`config.mk`:
```
export PLATFORM = sky130hd
export DESIGN_NAME = load_cell_adc_reader_tare_top
export DESIGN_NICKNAME = d
export VERILOG_FILES = /design/src/hdl/lcat_pkg.sv /design/src/hdl/lcat_arith.sv /design/src/hdl/load_cell_adc_reader_tare_top.sv
export SDC_FILE = /design/constraint.sdc
export NUM_CORES = 2
export LEC_CHECK = 0
export BUFFER_PORTS_ARGS = -buffer_cell sky130_fd_sc_hd__buf_2
export CAP_MARGIN = 20
export CELL_PAD_IN_SITES_DETAIL_PLACEMENT = 0
export CELL_PAD_IN_SITES_GLOBAL_PLACEMENT = 1
export CORE_MARGIN = 4
export CORE_UTILIZATION = 30
export CTS_CLUSTER_DIAMETER = 40
export DETAILED_ROUTE_END_ITERATION = 8
export PLACE_DENSITY_LB_ADDON = 0.08
export SLEW_MARGIN = 10
export SYNTH_ARGS = -nofsm -noshare
export SYNTH_HDL_FRONTEND = slang
export SYNTH_SLANG_ARGS = --single-unit
```
`constraint.sdc`:
```
create_clock -name clk -period 11.6 [get_ports clk]
set_input_delay 0.58 -clock clk [delete_from_list [all_inputs] [get_ports clk]]
set_output_delay 0.58 -clock clk [all_outputs]
set_load 0.02 [all_outputs]
```
`src/hdl/lcat_pkg.sv`:
```
// ----------------------------------------------------------------------------
// lcat_pkg
// shared types, codes and constants for the load cell converter reader
// ----------------------------------------------------------------------------
package lcat_pkg;

    // fixed field widths
    localparam int OP_W      = 2;
    localparam int SAMPLES_W = 16;
    localparam int RAW_W     = 24;
    localparam int WEIGHT_W  = 56;
    localparam int TIMEOUT_W = 20;
    localparam int HALF_W    = 8;
    localparam int GAIN_W    = 32;
    localparam int CFG_IDX_W = 2;
    localparam int CFG_DATA_W = 32;
    localparam int ARITH_W   = WEIGHT_W;

    // parameter defaults
    localparam int SAMPLE_BITS_DEF     = 24;
    localparam int TARE_COUNT_BITS_DEF = 16;

    // register reset values
    localparam logic [TIMEOUT_W-1:0]     TIMEOUT_RST = TIMEOUT_W'(1000);
    localparam logic [HALF_W-1:0]        HALF_RST    = HALF_W'(2);
    localparam logic signed [GAIN_W-1:0] GAIN_RST    = GAIN_W'(65536);

    // register indexes
    localparam logic [CFG_IDX_W-1:0] CFG_READY_TIMEOUT = 2'd0;
    localparam logic [CFG_IDX_W-1:0] CFG_HALF_PERIOD   = 2'd1;
    localparam logic [CFG_IDX_W-1:0] CFG_GAIN          = 2'd2;

    // command codes
    localparam logic [OP_W-1:0] OP_TICK = 2'd0;
    localparam logic [OP_W-1:0] OP_READ = 2'd1;
    localparam logic [OP_W-1:0] OP_TARE = 2'd2;

    typedef enum logic [1:0] {
        MODE_IDLE,
        MODE_READ,
        MODE_TARE
    } mode_t;

    typedef enum logic [1:0] {
        TK_IDLE,
        TK_ARITH,
        TK_EMIT
    } tick_state_t;

    typedef enum logic [2:0] {
        AR_IDLE,
        AR_MUL,
        AR_DNEG,
        AR_DIV,
        AR_QNEG,
        AR_DONE
    } arith_state_t;

    typedef struct packed {
        logic                 start;
        logic                 do_mul;
        logic                 do_div;
    } arith_req_t;

    typedef struct packed {
        logic [OP_W-1:0]      op;
        logic                 dout_level;
        logic [SAMPLES_W-1:0] tare_samples;
    } tick_in_t;

    typedef struct packed {
        logic                       sclk_level;
        logic                       busy_res;
        logic                       sample_valid;
        logic signed [RAW_W-1:0]    raw_value;
        logic signed [WEIGHT_W-1:0] weight_scaled;
        logic                       read_timeout;
        logic                       tare_done;
        logic                       tare_ok;
    } tick_out_t;

endpackage

```
`src/hdl/lcat_arith.sv`:
```
// ----------------------------------------------------------------------------
// lcat_arith
// shared add/subtract unit stepped as shift-add multiplier and restoring divider
// ----------------------------------------------------------------------------
module lcat_arith
    import lcat_pkg::*;
#(
    parameter int SAMPLE_BITS     = SAMPLE_BITS_DEF,
    parameter int TARE_COUNT_BITS = TARE_COUNT_BITS_DEF
)
(
    input  logic                              clk,
    input  logic                              rst_n,
    input  arith_req_t                        req,
    input  logic [ARITH_W-1:0]                mcand,
    input  logic signed [GAIN_W-1:0]          gain,
    input  logic signed [SAMPLE_BITS+TARE_COUNT_BITS-1:0] dividend,
    input  logic [TARE_COUNT_BITS-1:0]        divisor,
    output logic                              done,
    output logic [ARITH_W-1:0]                product,
    output logic [SAMPLE_BITS-1:0]            quotient
);

    localparam int SW        = SAMPLE_BITS + TARE_COUNT_BITS;
    localparam int CW        = TARE_COUNT_BITS;
    localparam int MAX_STEPS = (SW > GAIN_W) ? SW : GAIN_W;
    localparam int STEP_W    = $clog2(MAX_STEPS);

    arith_state_t        state_reg, state_next;
    logic [ARITH_W-1:0]  acc_reg, acc_next;
    logic [ARITH_W-1:0]  mcand_reg, mcand_next;
    logic [GAIN_W-1:0]   mplier_reg, mplier_next;
    logic [SW-1:0]       quo_reg, quo_next;
    logic [CW-1:0]       rem_reg, rem_next;
    logic [STEP_W-1:0]   step_reg, step_next;
    logic                div_reg, div_next;

    logic [ARITH_W-1:0]  alu_a, alu_b, alu_res;
    logic                alu_sub;
    logic [CW:0]         trial;
    logic                mul_last, div_last;

    assign mul_last = (step_reg == STEP_W'(GAIN_W-1));
    assign div_last = (step_reg == STEP_W'(SW-1));
    assign trial    = {rem_reg, quo_reg[SW-1]};

    // the one adder
    assign alu_res = alu_sub ? (alu_a - alu_b) : (alu_a + alu_b);

    always_comb
    begin
        state_next = state_reg;
        case (state_reg)
            AR_IDLE:
            begin
                if (req.start)
                begin
                    if (req.do_mul)
                        state_next = AR_MUL;
                    else if (req.do_div)
                        state_next = AR_DNEG;
                    else
                        state_next = AR_DONE;
                end
            end
            AR_MUL:
            begin
                if (mul_last)
                    state_next = div_reg ? AR_DNEG : AR_DONE;
            end
            AR_DNEG:  state_next = AR_DIV;
            AR_DIV:
            begin
                if (div_last)
                    state_next = AR_QNEG;
            end
            AR_QNEG:  state_next = AR_DONE;
            AR_DONE:  state_next = AR_IDLE;
            default:  state_next = AR_IDLE;
        endcase
    end

    always_comb
    begin
        alu_a       = '0;
        alu_b       = '0;
        alu_sub     = 1'b0;
        acc_next    = acc_reg;
        mcand_next  = mcand_reg;
        mplier_next = mplier_reg;
        quo_next    = quo_reg;
        rem_next    = rem_reg;
        step_next   = step_reg;
        div_next    = div_reg;
        case (state_reg)
            AR_IDLE:
            begin
                if (req.start)
                begin
                    acc_next    = '0;
                    mcand_next  = mcand;
                    mplier_next = gain;
                    step_next   = '0;
                    div_next    = req.do_div;
                end
            end
            AR_MUL:
            begin
                // top bit of the gain carries negative weight
                alu_a       = acc_reg;
                alu_b       = mplier_reg[0] ? mcand_reg : '0;
                alu_sub     = mul_last;
                acc_next    = alu_res;
                mcand_next  = {mcand_reg[ARITH_W-2:0], 1'b0};
                mplier_next = {1'b0, mplier_reg[GAIN_W-1:1]};
                step_next   = step_reg + 1'b1;
            end
            AR_DNEG:
            begin
                // magnitude of the sum
                alu_sub   = 1'b1;
                alu_b     = ARITH_W'(dividend);
                quo_next  = dividend[SW-1] ? alu_res[SW-1:0] : dividend;
                rem_next  = '0;
                step_next = '0;
            end
            AR_DIV:
            begin
                alu_a     = ARITH_W'(trial);
                alu_b     = ARITH_W'(divisor);
                alu_sub   = 1'b1;
                rem_next  = alu_res[ARITH_W-1] ? trial[CW-1:0] : alu_res[CW-1:0];
                quo_next  = {quo_reg[SW-2:0], ~alu_res[ARITH_W-1]};
                step_next = step_reg + 1'b1;
            end
            AR_QNEG:
            begin
                alu_sub = 1'b1;
                alu_b   = ARITH_W'(quo_reg);
                if (dividend[SW-1])
                    quo_next = alu_res[SW-1:0];
            end
            default:
            begin
            end
        endcase
    end

    always_ff @(posedge clk or negedge rst_n)
    begin
        if (!rst_n)
        begin
            state_reg <= AR_IDLE;
            step_reg  <= '0;
            div_reg   <= 1'b0;
        end
        else
        begin
            state_reg <= state_next;
            step_reg  <= step_next;
            div_reg   <= div_next;
        end
    end

    always_ff @(posedge clk)
    begin
        acc_reg    <= acc_next;
        mcand_reg  <= mcand_next;
        mplier_reg <= mplier_next;
        quo_reg    <= quo_next;
        rem_reg    <= rem_next;
    end

    assign done     = (state_reg == AR_DONE);
    assign product  = acc_reg;
    assign quotient = quo_reg[SAMPLE_BITS-1:0];

    a_start_when_idle: assert property (@(posedge clk) disable iff (!rst_n)
        req.start |-> state_reg == AR_IDLE)
        else $error("arith start while busy");

    a_done_single: assert property (@(posedge clk) disable iff (!rst_n)
        done |=> !done)
        else $error("arith done held");

    a_div_after_mul: assert property (@(posedge clk) disable iff (!rst_n)
        (state_reg == AR_MUL && mul_last && div_reg) |=> state_reg == AR_DNEG)
        else $error("division skipped after multiply");

endmodule

```
`src/hdl/load_cell_adc_reader_tare_top.sv`:
```
// ----------------------------------------------------------------------------
// load_cell_adc_reader_tare_top
// tick-driven bit-banged 24-bit converter readout with tare and gain scaling
// ----------------------------------------------------------------------------
// Every input item is one time tick carrying the data-out pin level and a
// command; every tick gives exactly one result item with the serial clock level
// to drive, the busy flag and any read, timeout or tare events. The tick's
// control work (wait for ready, pulse timing, bit shifting, tare bookkeeping)
// is done in the cycle the item is accepted; an ordinary tick goes straight
// into the output register when that register is free. A finished read runs
// the weight product (raw minus offset, times gain) through lcat_arith, a
// shift-add sequencer on one shared 56-bit adder, one gain bit per cycle. The
// tick that ends a tare with samples collected also divides the sum by the
// count, one quotient bit per cycle on the same adder. The input side is not
// ready while the sequencer runs; a result waits in the output register while
// the next item is taken. Configuration writes are taken at any time and
// should only be made while the block is idle.
module load_cell_adc_reader_tare_top
    import lcat_pkg::*;
#(
    parameter int SAMPLE_BITS     = SAMPLE_BITS_DEF,
    parameter int TARE_COUNT_BITS = TARE_COUNT_BITS_DEF
)
(
    input  logic                  clk,
    input  logic                  rst_n,
    input  logic                  in_valid,
    output logic                  in_ready,
    input  tick_in_t              in_data,
    output logic                  out_valid,
    input  logic                  out_ready,
    output tick_out_t             out_data,
    input  logic                  cfg_valid,
    output logic                  cfg_ready,
    input  logic [CFG_IDX_W-1:0]  cfg_index,
    input  logic [CFG_DATA_W-1:0] cfg_data
);

    localparam int SB     = SAMPLE_BITS;
    localparam int CW     = TARE_COUNT_BITS;
    localparam int SW     = SB + CW;
    localparam int DIFF_W = SB + 1;
    localparam int BC_W   = $clog2(SB + 2);
    localparam int REXT_W = (SB > RAW_W) ? SB : RAW_W;

    // configuration registers
    logic [TIMEOUT_W-1:0]      timeout_reg;
    logic [HALF_W-1:0]         half_reg;
    logic signed [GAIN_W-1:0]  gain_reg;

    // converter state
    mode_t                     mode_reg, mode_next;
    logic                      waiting_reg, waiting_next;
    logic [TIMEOUT_W-1:0]      phase_reg, phase_next;
    logic [BC_W-1:0]           bc_reg, bc_next;
    logic                      ch_reg, ch_next;
    logic [SB-1:0]             shift_reg, shift_next;
    logic signed [SB-1:0]      offset_reg;
    logic signed [SW-1:0]      sum_reg, sum_next;
    logic [CW-1:0]             att_reg, att_next;
    logic [CW-1:0]             coll_reg, coll_next;

    // tick sequencing
    tick_state_t               tk_state_reg, tk_state_next;
    tick_out_t                 res_reg, res_next;
    tick_out_t                 out_reg;
    logic                      out_valid_reg;
    logic signed [DIFF_W-1:0]  diff_reg, diff_next;
    logic                      start_reg, mul_reg, div_reg;

    logic                      in_fire, out_free, need_mul, need_div, need_arith;
    logic                      load_direct, load_pend;
    logic                      end_attempt;
    logic [SB-1:0]             sample_word;
    logic signed [REXT_W-1:0]  raw_ext;
    logic [CW-1:0]             samples;

    arith_req_t                arith_req;
    logic                      arith_done;
    logic [ARITH_W-1:0]        arith_product;
    logic [SB-1:0]             arith_quotient;

    assign cfg_ready = 1'b1;
    assign in_fire   = in_valid && in_ready;
    assign out_free  = !out_valid_reg || out_ready;
    assign samples   = in_data.tare_samples[CW-1:0];

    // one tick of the converter protocol
    always_comb
    begin
        mode_next    = mode_reg;
        waiting_next = waiting_reg;
        phase_next   = phase_reg;
        bc_next      = bc_reg;
        ch_next      = ch_reg;
        shift_next   = shift_reg;
        sum_next     = sum_reg;
        att_next     = att_reg;
        coll_next    = coll_reg;
        res_next     = '0;
        need_mul     = 1'b0;
        need_div     = 1'b0;
        end_attempt  = 1'b0;
        sample_word  = shift_reg;
        raw_ext      = '0;

        // start of an operation also starts the wait for ready
        if (mode_reg == MODE_IDLE)
        begin
            if (in_data.op == OP_READ)
            begin
                mode_next    = MODE_READ;
                waiting_next = 1'b1;
                phase_next   = '0;
                bc_next      = '0;
                ch_next      = 1'b0;
                shift_next   = '0;
            end
            else if (in_data.op == OP_TARE)
            begin
                sum_next  = '0;
                coll_next = '0;
                att_next  = samples;
                if (samples == '0)
                    res_next.tare_done = 1'b1;
                else
                begin
                    mode_next    = MODE_TARE;
                    waiting_next = 1'b1;
                    phase_next   = '0;
                    bc_next      = '0;
                    ch_next      = 1'b0;
                    shift_next   = '0;
                end
            end
        end

        if (mode_next != MODE_IDLE)
        begin
            if (waiting_next)
            begin
                // timeout wins over a ready pin on the same tick
                if (phase_next >= timeout_reg)
                begin
                    res_next.read_timeout = 1'b1;
                    if (mode_next == MODE_TARE)
                        end_attempt = 1'b1;
                    else
                    begin
                        mode_next    = MODE_IDLE;
                        waiting_next = 1'b0;
                    end
                end
                else if (!in_data.dout_level)
                begin
                    waiting_next = 1'b0;
                    phase_next   = '0;
                    bc_next      = '0;
                    ch_next      = 1'b1;
                    shift_next   = '0;
                end
                else
                    phase_next = phase_next + 1'b1;
            end
            else
            begin
                res_next.sclk_level = ch_next;
                phase_next = phase_next + 1'b1;
                if (phase_next >= TIMEOUT_W'(half_reg))
                begin
                    phase_next = '0;
                    if (ch_next)
                        ch_next = 1'b0;
                    else
                    begin
                        // sample after the falling edge, msb first
                        if (bc_next < BC_W'(SB))
                            shift_next = {shift_next[SB-2:0], in_data.dout_level};
                        bc_next = bc_next + 1'b1;
                        if (bc_next >= BC_W'(SB + 1))
                        begin
                            sample_word           = shift_next;
                            raw_ext               = REXT_W'(signed'(shift_next));
                            need_mul              = 1'b1;
                            res_next.sample_valid = 1'b1;
                            res_next.raw_value    = raw_ext[RAW_W-1:0];
                            if (mode_next == MODE_TARE)
                            begin
                                sum_next    = sum_next + SW'(signed'(shift_next));
                                coll_next   = coll_next + 1'b1;
                                end_attempt = 1'b1;
                            end
                            else
                                mode_next = MODE_IDLE;
                        end
                        else
                            ch_next = 1'b1;
                    end
                end
            end
        end

        // end of one tare attempt
        if (end_attempt)
        begin
            if (att_next != '0)
                att_next = att_next - 1'b1;
            if (att_next != '0)
            begin
                waiting_next = 1'b1;
                phase_next   = '0;
                bc_next      = '0;
                ch_next      = 1'b0;
                shift_next   = '0;
            end
            else
            begin
                res_next.tare_done = 1'b1;
                if (coll_next != '0)
                begin
                    res_next.tare_ok = 1'b1;
                    need_div         = 1'b1;
                end
                mode_next    = MODE_IDLE;
                waiting_next = 1'b0;
            end
        end

        res_next.busy_res = (mode_next != MODE_IDLE);
    end

    // difference against the offset held before this tick
    assign diff_next  = DIFF_W'(signed'(sample_word)) - DIFF_W'(offset_reg);
    assign need_arith = need_mul || need_div;

    // tick sequencer: next state
    always_comb
    begin
        tk_state_next = tk_state_reg;
        case (tk_state_reg)
            TK_IDLE:
            begin
                if (in_fire)
                begin
                    if (need_arith)
                        tk_state_next = TK_ARITH;
                    else if (!out_free)
                        tk_state_next = TK_EMIT;
                end
            end
            TK_ARITH:
            begin
                if (arith_done)
                    tk_state_next = TK_EMIT;
            end
            TK_EMIT:
            begin
                if (out_free)
                    tk_state_next = TK_IDLE;
            end
            default: tk_state_next = TK_IDLE;
        endcase
    end

    // tick sequencer: outputs
    always_comb
    begin
        in_ready    = (tk_state_reg == TK_IDLE);
        load_direct = 1'b0;
        load_pend   = 1'b0;
        case (tk_state_reg)
            TK_IDLE:  load_direct = in_fire && !need_arith && out_free;
            TK_EMIT:  load_pend   = out_free;
            default:
            begin
            end
        endcase
    end

    always_ff @(posedge clk or negedge rst_n)
    begin
        if (!rst_n)
        begin
            timeout_reg   <= TIMEOUT_RST;
            half_reg      <= HALF_RST;
            gain_reg      <= GAIN_RST;
            mode_reg      <= MODE_IDLE;
            waiting_reg   <= 1'b0;
            phase_reg     <= '0;
            bc_reg        <= '0;
            ch_reg        <= 1'b0;
            shift_reg     <= '0;
            offset_reg    <= '0;
            sum_reg       <= '0;
            att_reg       <= '0;
            coll_reg      <= '0;
            tk_state_reg  <= TK_IDLE;
            out_valid_reg <= 1'b0;
            start_reg     <= 1'b0;
            mul_reg       <= 1'b0;
            div_reg       <= 1'b0;
        end
        else
        begin
            tk_state_reg <= tk_state_next;
            start_reg    <= in_fire && need_arith;

            if (cfg_valid && cfg_ready)
            begin
                case (cfg_index)
                    CFG_READY_TIMEOUT: timeout_reg <= cfg_data[TIMEOUT_W-1:0];
                    CFG_HALF_PERIOD:   half_reg    <= cfg_data[HALF_W-1:0];
                    CFG_GAIN:          gain_reg    <= signed'(cfg_data[GAIN_W-1:0]);
                    default:
                    begin
                    end
                endcase
            end

            if (in_fire)
            begin
                mode_reg    <= mode_next;
                waiting_reg <= waiting_next;
                phase_reg   <= phase_next;
                bc_reg      <= bc_next;
                ch_reg      <= ch_next;
                shift_reg   <= shift_next;
                sum_reg     <= sum_next;
                att_reg     <= att_next;
                coll_reg    <= coll_next;
                mul_reg     <= need_mul;
                div_reg     <= need_div;
            end

            // new offset from the tare average
            if (arith_done && div_reg)
                offset_reg <= signed'(arith_quotient);

            if (load_direct || load_pend)
                out_valid_reg <= 1'b1;
            else if (out_ready)
                out_valid_reg <= 1'b0;
        end
    end

    // payload registers
    always_ff @(posedge clk)
    begin
        if (in_fire)
        begin
            res_reg  <= res_next;
            diff_reg <= diff_next;
        end
        else if (arith_done && mul_reg)
            res_reg.weight_scaled <= signed'(arith_product[WEIGHT_W-1:0]);

        if (load_direct)
            out_reg <= res_next;
        else if (load_pend)
            out_reg <= res_reg;
    end

    assign arith_req = '{start: start_reg, do_mul: mul_reg, do_div: div_reg};

    lcat_arith #(
        .SAMPLE_BITS     (SAMPLE_BITS),
        .TARE_COUNT_BITS (TARE_COUNT_BITS)
    ) u_arith (
        .clk      (clk),
        .rst_n    (rst_n),
        .req      (arith_req),
        .mcand    (ARITH_W'(diff_reg)),
        .gain     (gain_reg),
        .dividend (sum_reg),
        .divisor  (coll_reg),
        .done     (arith_done),
        .product  (arith_product),
        .quotient (arith_quotient)
    );

    assign out_valid = out_valid_reg;
    assign out_data  = out_reg;

    a_done_in_arith: assert property (@(posedge clk) disable iff (!rst_n)
        arith_done |-> tk_state_reg == TK_ARITH)
        else $error("arith result outside arith state");

    a_idle_not_waiting: assert property (@(posedge clk) disable iff (!rst_n)
        (mode_reg == MODE_IDLE) |-> !waiting_reg)
        else $error("waiting flag set while idle");

    a_ok_with_done: assert property (@(posedge clk) disable iff (!rst_n)
        out_valid_reg |-> (!out_reg.tare_ok || out_reg.tare_done))
        else $error("tare ok without tare done");

    a_no_timeout_and_sample: assert property (@(posedge clk) disable iff (!rst_n)
        out_valid_reg |-> !(out_reg.sample_valid && out_reg.read_timeout))
        else $error("sample and timeout on one tick");

endmodule

```
## Yosys cells after proc, flatten, opt, wreduce, memory -nomap -nowiden

Index checks and enable logic that the tools add are counted.

- Logic and storage cells: 290
- Register bits: 622
- Output and inout port bits: 89
- Input port bits: 58

- $add $sub $neg: 9
- $lt $le $gt $ge: 4
- Bitwise operators: 1
- Multiplexer cells: 173
- Reductions and logical operators: 38
- Eq/ne operators: 22

Operators with widths:

| operator | number |
|---|---|
| 2-to-1 mux 24 bit | 22 |
| 2-to-1 mux 40 bit | 11 |
| case mux 56 bit (2 select lines) | 3 |
| 2-to-1 mux 16 bit | 16 |
| 2-to-1 mux 56 bit | 4 |
| case mux 56 bit (4 select lines) | 1 |
| 2-to-1 mux 20 bit | 11 |
| 2-to-1 mux 86 bit | 2 |
| 2-to-1 mux 25 bit | 5 |
| case mux 40 bit (3 select lines) | 1 |
| case mux 32 bit (2 select lines) | 1 |
| 2-to-1 mux 5 bit | 12 |
| adder 56 bit | 1 |
| subtractor 56 bit | 1 |
| 2-to-1 mux 1 bit | 51 |
| nonzero test 16 bit | 3 |
| adder 40 x 24 -> 40 bit | 1 |
| 2-to-1 mux 2 bit | 20 |
| 2-to-1 mux 32 bit | 1 |
| case mux 16 bit (2 select lines) | 1 |
| subtractor 24 x 24 -> 25 bit | 1 |
| adder 20 x 1 -> 20 bit, second input constant | 1 |
| >= comparator 20 bit | 1 |
| >= comparator 20 x 8 -> 1 bit | 1 |
| other kinds (36) | 75 |

## Depth between registers and ports, before layout

- Word-level depth: 23
- Gate-level depth with buffers: 40
- Mapped depth without buffers: 36

## Modules after synthesis

A second synthesis with hierarchy kept.

- Cell total of the unflattened synthesis: 4294
- Area total of the unflattened synthesis: 37960.2 um2

Modules (own cells, without submodules):

| module | area each (um2) | cells an instance | instances | sequential area each (um2) |
|---|---|---|---|---|
| load_cell_adc_reader_tare_top | 22135.0 | 2416 | 1 | 10184.8 |
| lcat_arith | 15825.2 | 1878 | 1 | 6256.0 |

## Worst setup path before layout

No wires, ideal clock.

- Path kind: input -> register
- Start point: in in_data[10] in the netlist's numbering
- End point: reg diff_reg[24], data pin
- Path slack: 3.650 ns
- Data arrival time: 7.820 ns
- Stages: 40
- Buffers on the path: 4
- Setup time: 0.130 ns
- Required time: 11.470 ns
- Cells stage by stage: nor3_1 > nand4_1 > o31a_1 > o21ai_1 > clkbuf_1 > clkbuf_1 > and2_1 > ha_1 > nand3_1 > xor2_1 > nor2_1 > ha_1 > and2_1 > o21ai_0 > o21ai_0 > o41ai_1 > and4b_1 > buf_2 > [... 4 more ...] > a21oi_1 > ha_1 > inv_1 > fa_1 > a21o_1 > a21oi_1 > o21ai_0 > a21o_1 > a21oi_1 > o21ai_0 > nor4_1 > o41ai_1 > nand3_1 > nand2_1 > a21boi_0 > o21ai_0 > a2111oi_0 > a21o_1

- Longest elaborated chain between the ends: 17
- Elaborated cells on any way between the ends: 42
- Those cells by class: add/sub: 3; order compare: 3; mux: 34; reduce/logical: 2

Ends and longest elaborated chain:

| item | RTL line | RTL |
|---|---|---|
| from (decl) | load_cell_adc_reader_tare_top.sv:29 | `input tick_in_t in_data,` |
| logical NOT 16 bit * | load_cell_adc_reader_tare_top.sv:124 | `if (samples == '0)` |
| branches (longest 14 deep; another with adder 20 x 1 -> 20 bit) | - |  |
| 2-to-1 mux 24 bit * | load_cell_adc_reader_tare_top.sv:138 | `if (mode_next != MODE_IDLE)` |
| subtractor 24 x 24 -> 25 bit * | load_cell_adc_reader_tare_top.sv:233 | `assign diff_next = DIFF_W'(signed'(sample_word)) - DIFF_W'(offset_reg);` |
| named net diff_next[24] | load_cell_adc_reader_tare_top.sv:68 | `logic signed [DIFF_W-1:0] diff_reg, diff_next;` |
| to (signal assigned) | load_cell_adc_reader_tare_top.sv:352 | `diff_reg <= diff_next;` |
| to (decl) | load_cell_adc_reader_tare_top.sv:68 |  |

Mark *: on every way through the listed nets, which the timed path passes. The select of a mux whose other input is x is not followed.
A chain may end at the register's enable or synchronous reset.

## Worst setup path after layout

- Start point: in in_data[3] in the netlist's numbering
- End point: reg diff_reg[24], data pin

Same word-level chain as after synthesis.

==> summary.md <==
| Metric | Value |
|---|---|
| Status | `finished, final reports clean` |
| Hold Crit Class | `primary input to register` |
| Clock Tree Buf Depth | `3` |
| Placer Congestion | `around 0.81` |
| Commonest non-fill, non-tap cell in the layout | `nand2_1` |
| Final #Nets | `4308` |
| Vias in the first global route | `29900` |
| Compound-Gate Fraction of Synth Area | `18.4%` |
| CTS Buf Count | `between 100 and 150` |
| Detailed Route Iter0 Violations | `2061` |
| Worst reg-to-reg setup slack | `around 3.2 ns` |
| Commonest cells after routing, fill and taps aside | `nand2_1 (710), a21oi_1 (298), edfxtp_1 (285), o21ai_0 (268), nor2_1 (236)` |
| Die Height | `about 360 um` |
| Largest family of logic cells by synthesized area | `simple AND/OR/NAND/NOR gates` |
| Vias after detailed routing | `29500` |
| Layout cells sized above 1 | `around 14%` |
| M3 GR Usage | `under 10%` |
| Post-synth ARST share | `a little over a third` |
| Top-area cell type share of the netlist area | `about a quarter` |
| Primary FF master, synth | `edfxtp_1` |
| Initial antenna violation count | `7` |
| Slew Limit Fails | `0` |
| Number of different library cells in the post-synthesis netlist | `96` |
| Largest net degree at the start of global routing | `around 150` |
| Start point of the critical path | `in_data[3]` |
| Core Area | `approximately 120000 um2` |
| Mapped Cells | `roughly 4000` |
| Synth Area in XOR/XNOR | `about 4.3%` |
| H-tree levels | `4` |
| GRT busiest layer | `met2` |
| Ports | `around 150` |
| Worst-path clk slew | `0.06 ns` |
| Post-DP HPWL | `86300 um` |
| TNS Setup | `0 ns` |
| Worst Path Required | `approximately 12 ns` |
| Post-Syn Area per Cell | `approximately 9.2 um2` |
| CTS resizes | `0` |
| RSZ-0062 raised after global routing | `false` |
| Synthesis-to-finish area growth | `21.7%` |
| Max Cap Viol | `0` |
| Met1 Use GR | `between 20% and 30%` |
| Setup CP Type | `primary input to register` |
| Tmin final | `about 8.7 ns` |
| Worst setup EP type | `register` |
| Clock Latency Late Sink | `between 0.7 and 0.8 ns` |
| Synth top area cells | `edfxtp_1 (24%), dfrtp_1 (15%), nand2_1 (7.4%)` |
| Register area share after synthesis | `a little under half` |
| Starting Density | `around 30%` |
| Hold path startpoint | `cfg_data[22]` |
| Rel. slew slack | `29.0%` |
| Number of synthesized flops with an enable pin | `roughly 290` |
| Crit-path max FO | `9` |
| Final wirelength | `about 120000 um` |
| Mapped Area | `about 36000 um2` |
| Avg WL per Cell | `around 21 um` |
| Chip Width | `roughly 360 um` |
| Site Rows | `127` |
| Simple-gate portion of the synthesized area | `a little under a fifth` |
| First-pass GRT wire length | `approximately 190000 um` |
| GR Layer Usage met2 | `29.4%` |
| Final number of hold-violating endpoints | `0` |
| Final setup fails | `0` |
| Largest area contributor in the synthesized netlist | `edfxtp_1` |
| Die area | `126000 um2` |
| Root Buffer | `clkbuf_16` |
| Crit path arrival time | `around 9.3 ns` |
| Final period utilization | `between 70% and 80%` |
| Worst Tran Pin Value | `1.06 ns` |
| Post-route DRC | `0` |
| Synth Net Count | `roughly 4200` |
| Skew final | `around 0.029 ns` |
| Most frequent CP cell | `o21ai_0` |
| Grt ovf | `0` |
| Clock sink count | `around 620` |
| Drt first pass iters | `6` |
| Synth Area in Adders | `under 10%` |
| R2r startpoint | `mode_reg[0]` |
| CP peak stage delay | `between 0.5 and 0.6 ns` |
| CTS tree | `built` |
| Mux cell area share after synthesis | `between 3 and 4%` |
| Worst Setup Start Kind | `primary input` |
| Warning count from the yosys run | `0` |
| Number of port buffers | `between 100 and 150` |
| CP max-delay cell | `o41ai_1` |
| Post-DRT Antenna Nets | `0` |
| Synth Register Bits | `slightly above 600` |
| Post-CTS Repair Setup Buffers | `0` |
| Total Routing Usage GR | `approximately a fifth` |
| Vias/cell | `just over 5` |
| Max Fclk | `between 0.1 and 0.15 GHz` |
| Final Core Density | `a little under two fifths` |
cell families (layout without fill, tap and decap cells):
kind of cell,count (synthesis),after routing
simple gates,1470,1470
compound gates,1051,1051
flops,622,622
buf+inv,342,612
xor+xnor,176,176
fa+ha+maj,156,156
mux,131,131
other cells,1,2
metal layers:
metal / wire length (um) / part of all wire (%)
met3: 4920 / 4.0
met4: 3260 / 2.7
met1: 60900 / 50
met2: 53200 / 43
met5: 39 / 0.032
stage by stage:
stage          cell area, um2  setup WS, ns  hold WS [ns]  std cells
2_1_floorplan           36100          3.65         0.284       3949
5_1_grt                 44000          2.25        0.0230       5831
3_5_place_dp            38600          2.15         0.444       5548
4_1_cts                 44000          2.89      0.000239       5829
6_report                44000          2.87        0.0697       5832
3_3_place_gp            38600          2.28         0.440       5548
what timing repair did:
| item | CTS | global route |
|---|---|---|
| setup endpoints to repair | 0 | 0 |
| hold endpoints to repair | 52 | 0 |
| hold buffers | 8 | 0 |
area by class of cell:
type                    instances  area [um2]
multi-input cells            2985       18500
fillers                     12400       75800
repair buffers                209        1270
clock buffers                 184        4100
well taps                    1612        2020
clock inverters                89        1180
flip-flops and latches        622       16400
diodes                          1        2.50
inverters                     130         493
cells in the mapped netlist (all sizes together), types with 24 or more instances:
library cell and count:
nand2 714, a21oi 298, edfxtp 285, o21ai 273
nor2 242, dfrtp 217, clkbuf 168, ha 153
inv 129, and2 124, a21o 122, dfxtp 112
xnor2 88, xor2 88, nand3 81, mux2 80
nor2b 71, a22oi 61, nor3 57, mux2i 51
buf 44, a21boi 31, and3 31, a22o 30
nand4 29, nand2b 27, a31oi 25, o21bai 24
critical path: cells and delay by family:
| kind | cells | cell delay [ns] |
|---|---|---|
| AOI/OAI and AO/OA | 17 | 4.09 |
| adders and majority gates | 4 | 1.19 |
| xor gates and xnor gates | 1 | 0.16 |
| buffers and inverters | 2 | 0.17 |
| and+or+nand+nor | 13 | 3.12 |
path summary, 6_finish.rpt:
path / endpoint / cells past startpoint
max: diff_reg[24] / 37
max in group asynchronous: u_arith.state_reg[0] / 3
min: gain_reg[22] / 2
min in group asynchronous: timeout_reg[4] / 2
min reg2reg: out_data[34] / 2
max reg2reg: diff_reg[24] / 34
Power is not shown: default switching activity piles up to over one toggle a cycle in this logic, so the estimate is an artifact.
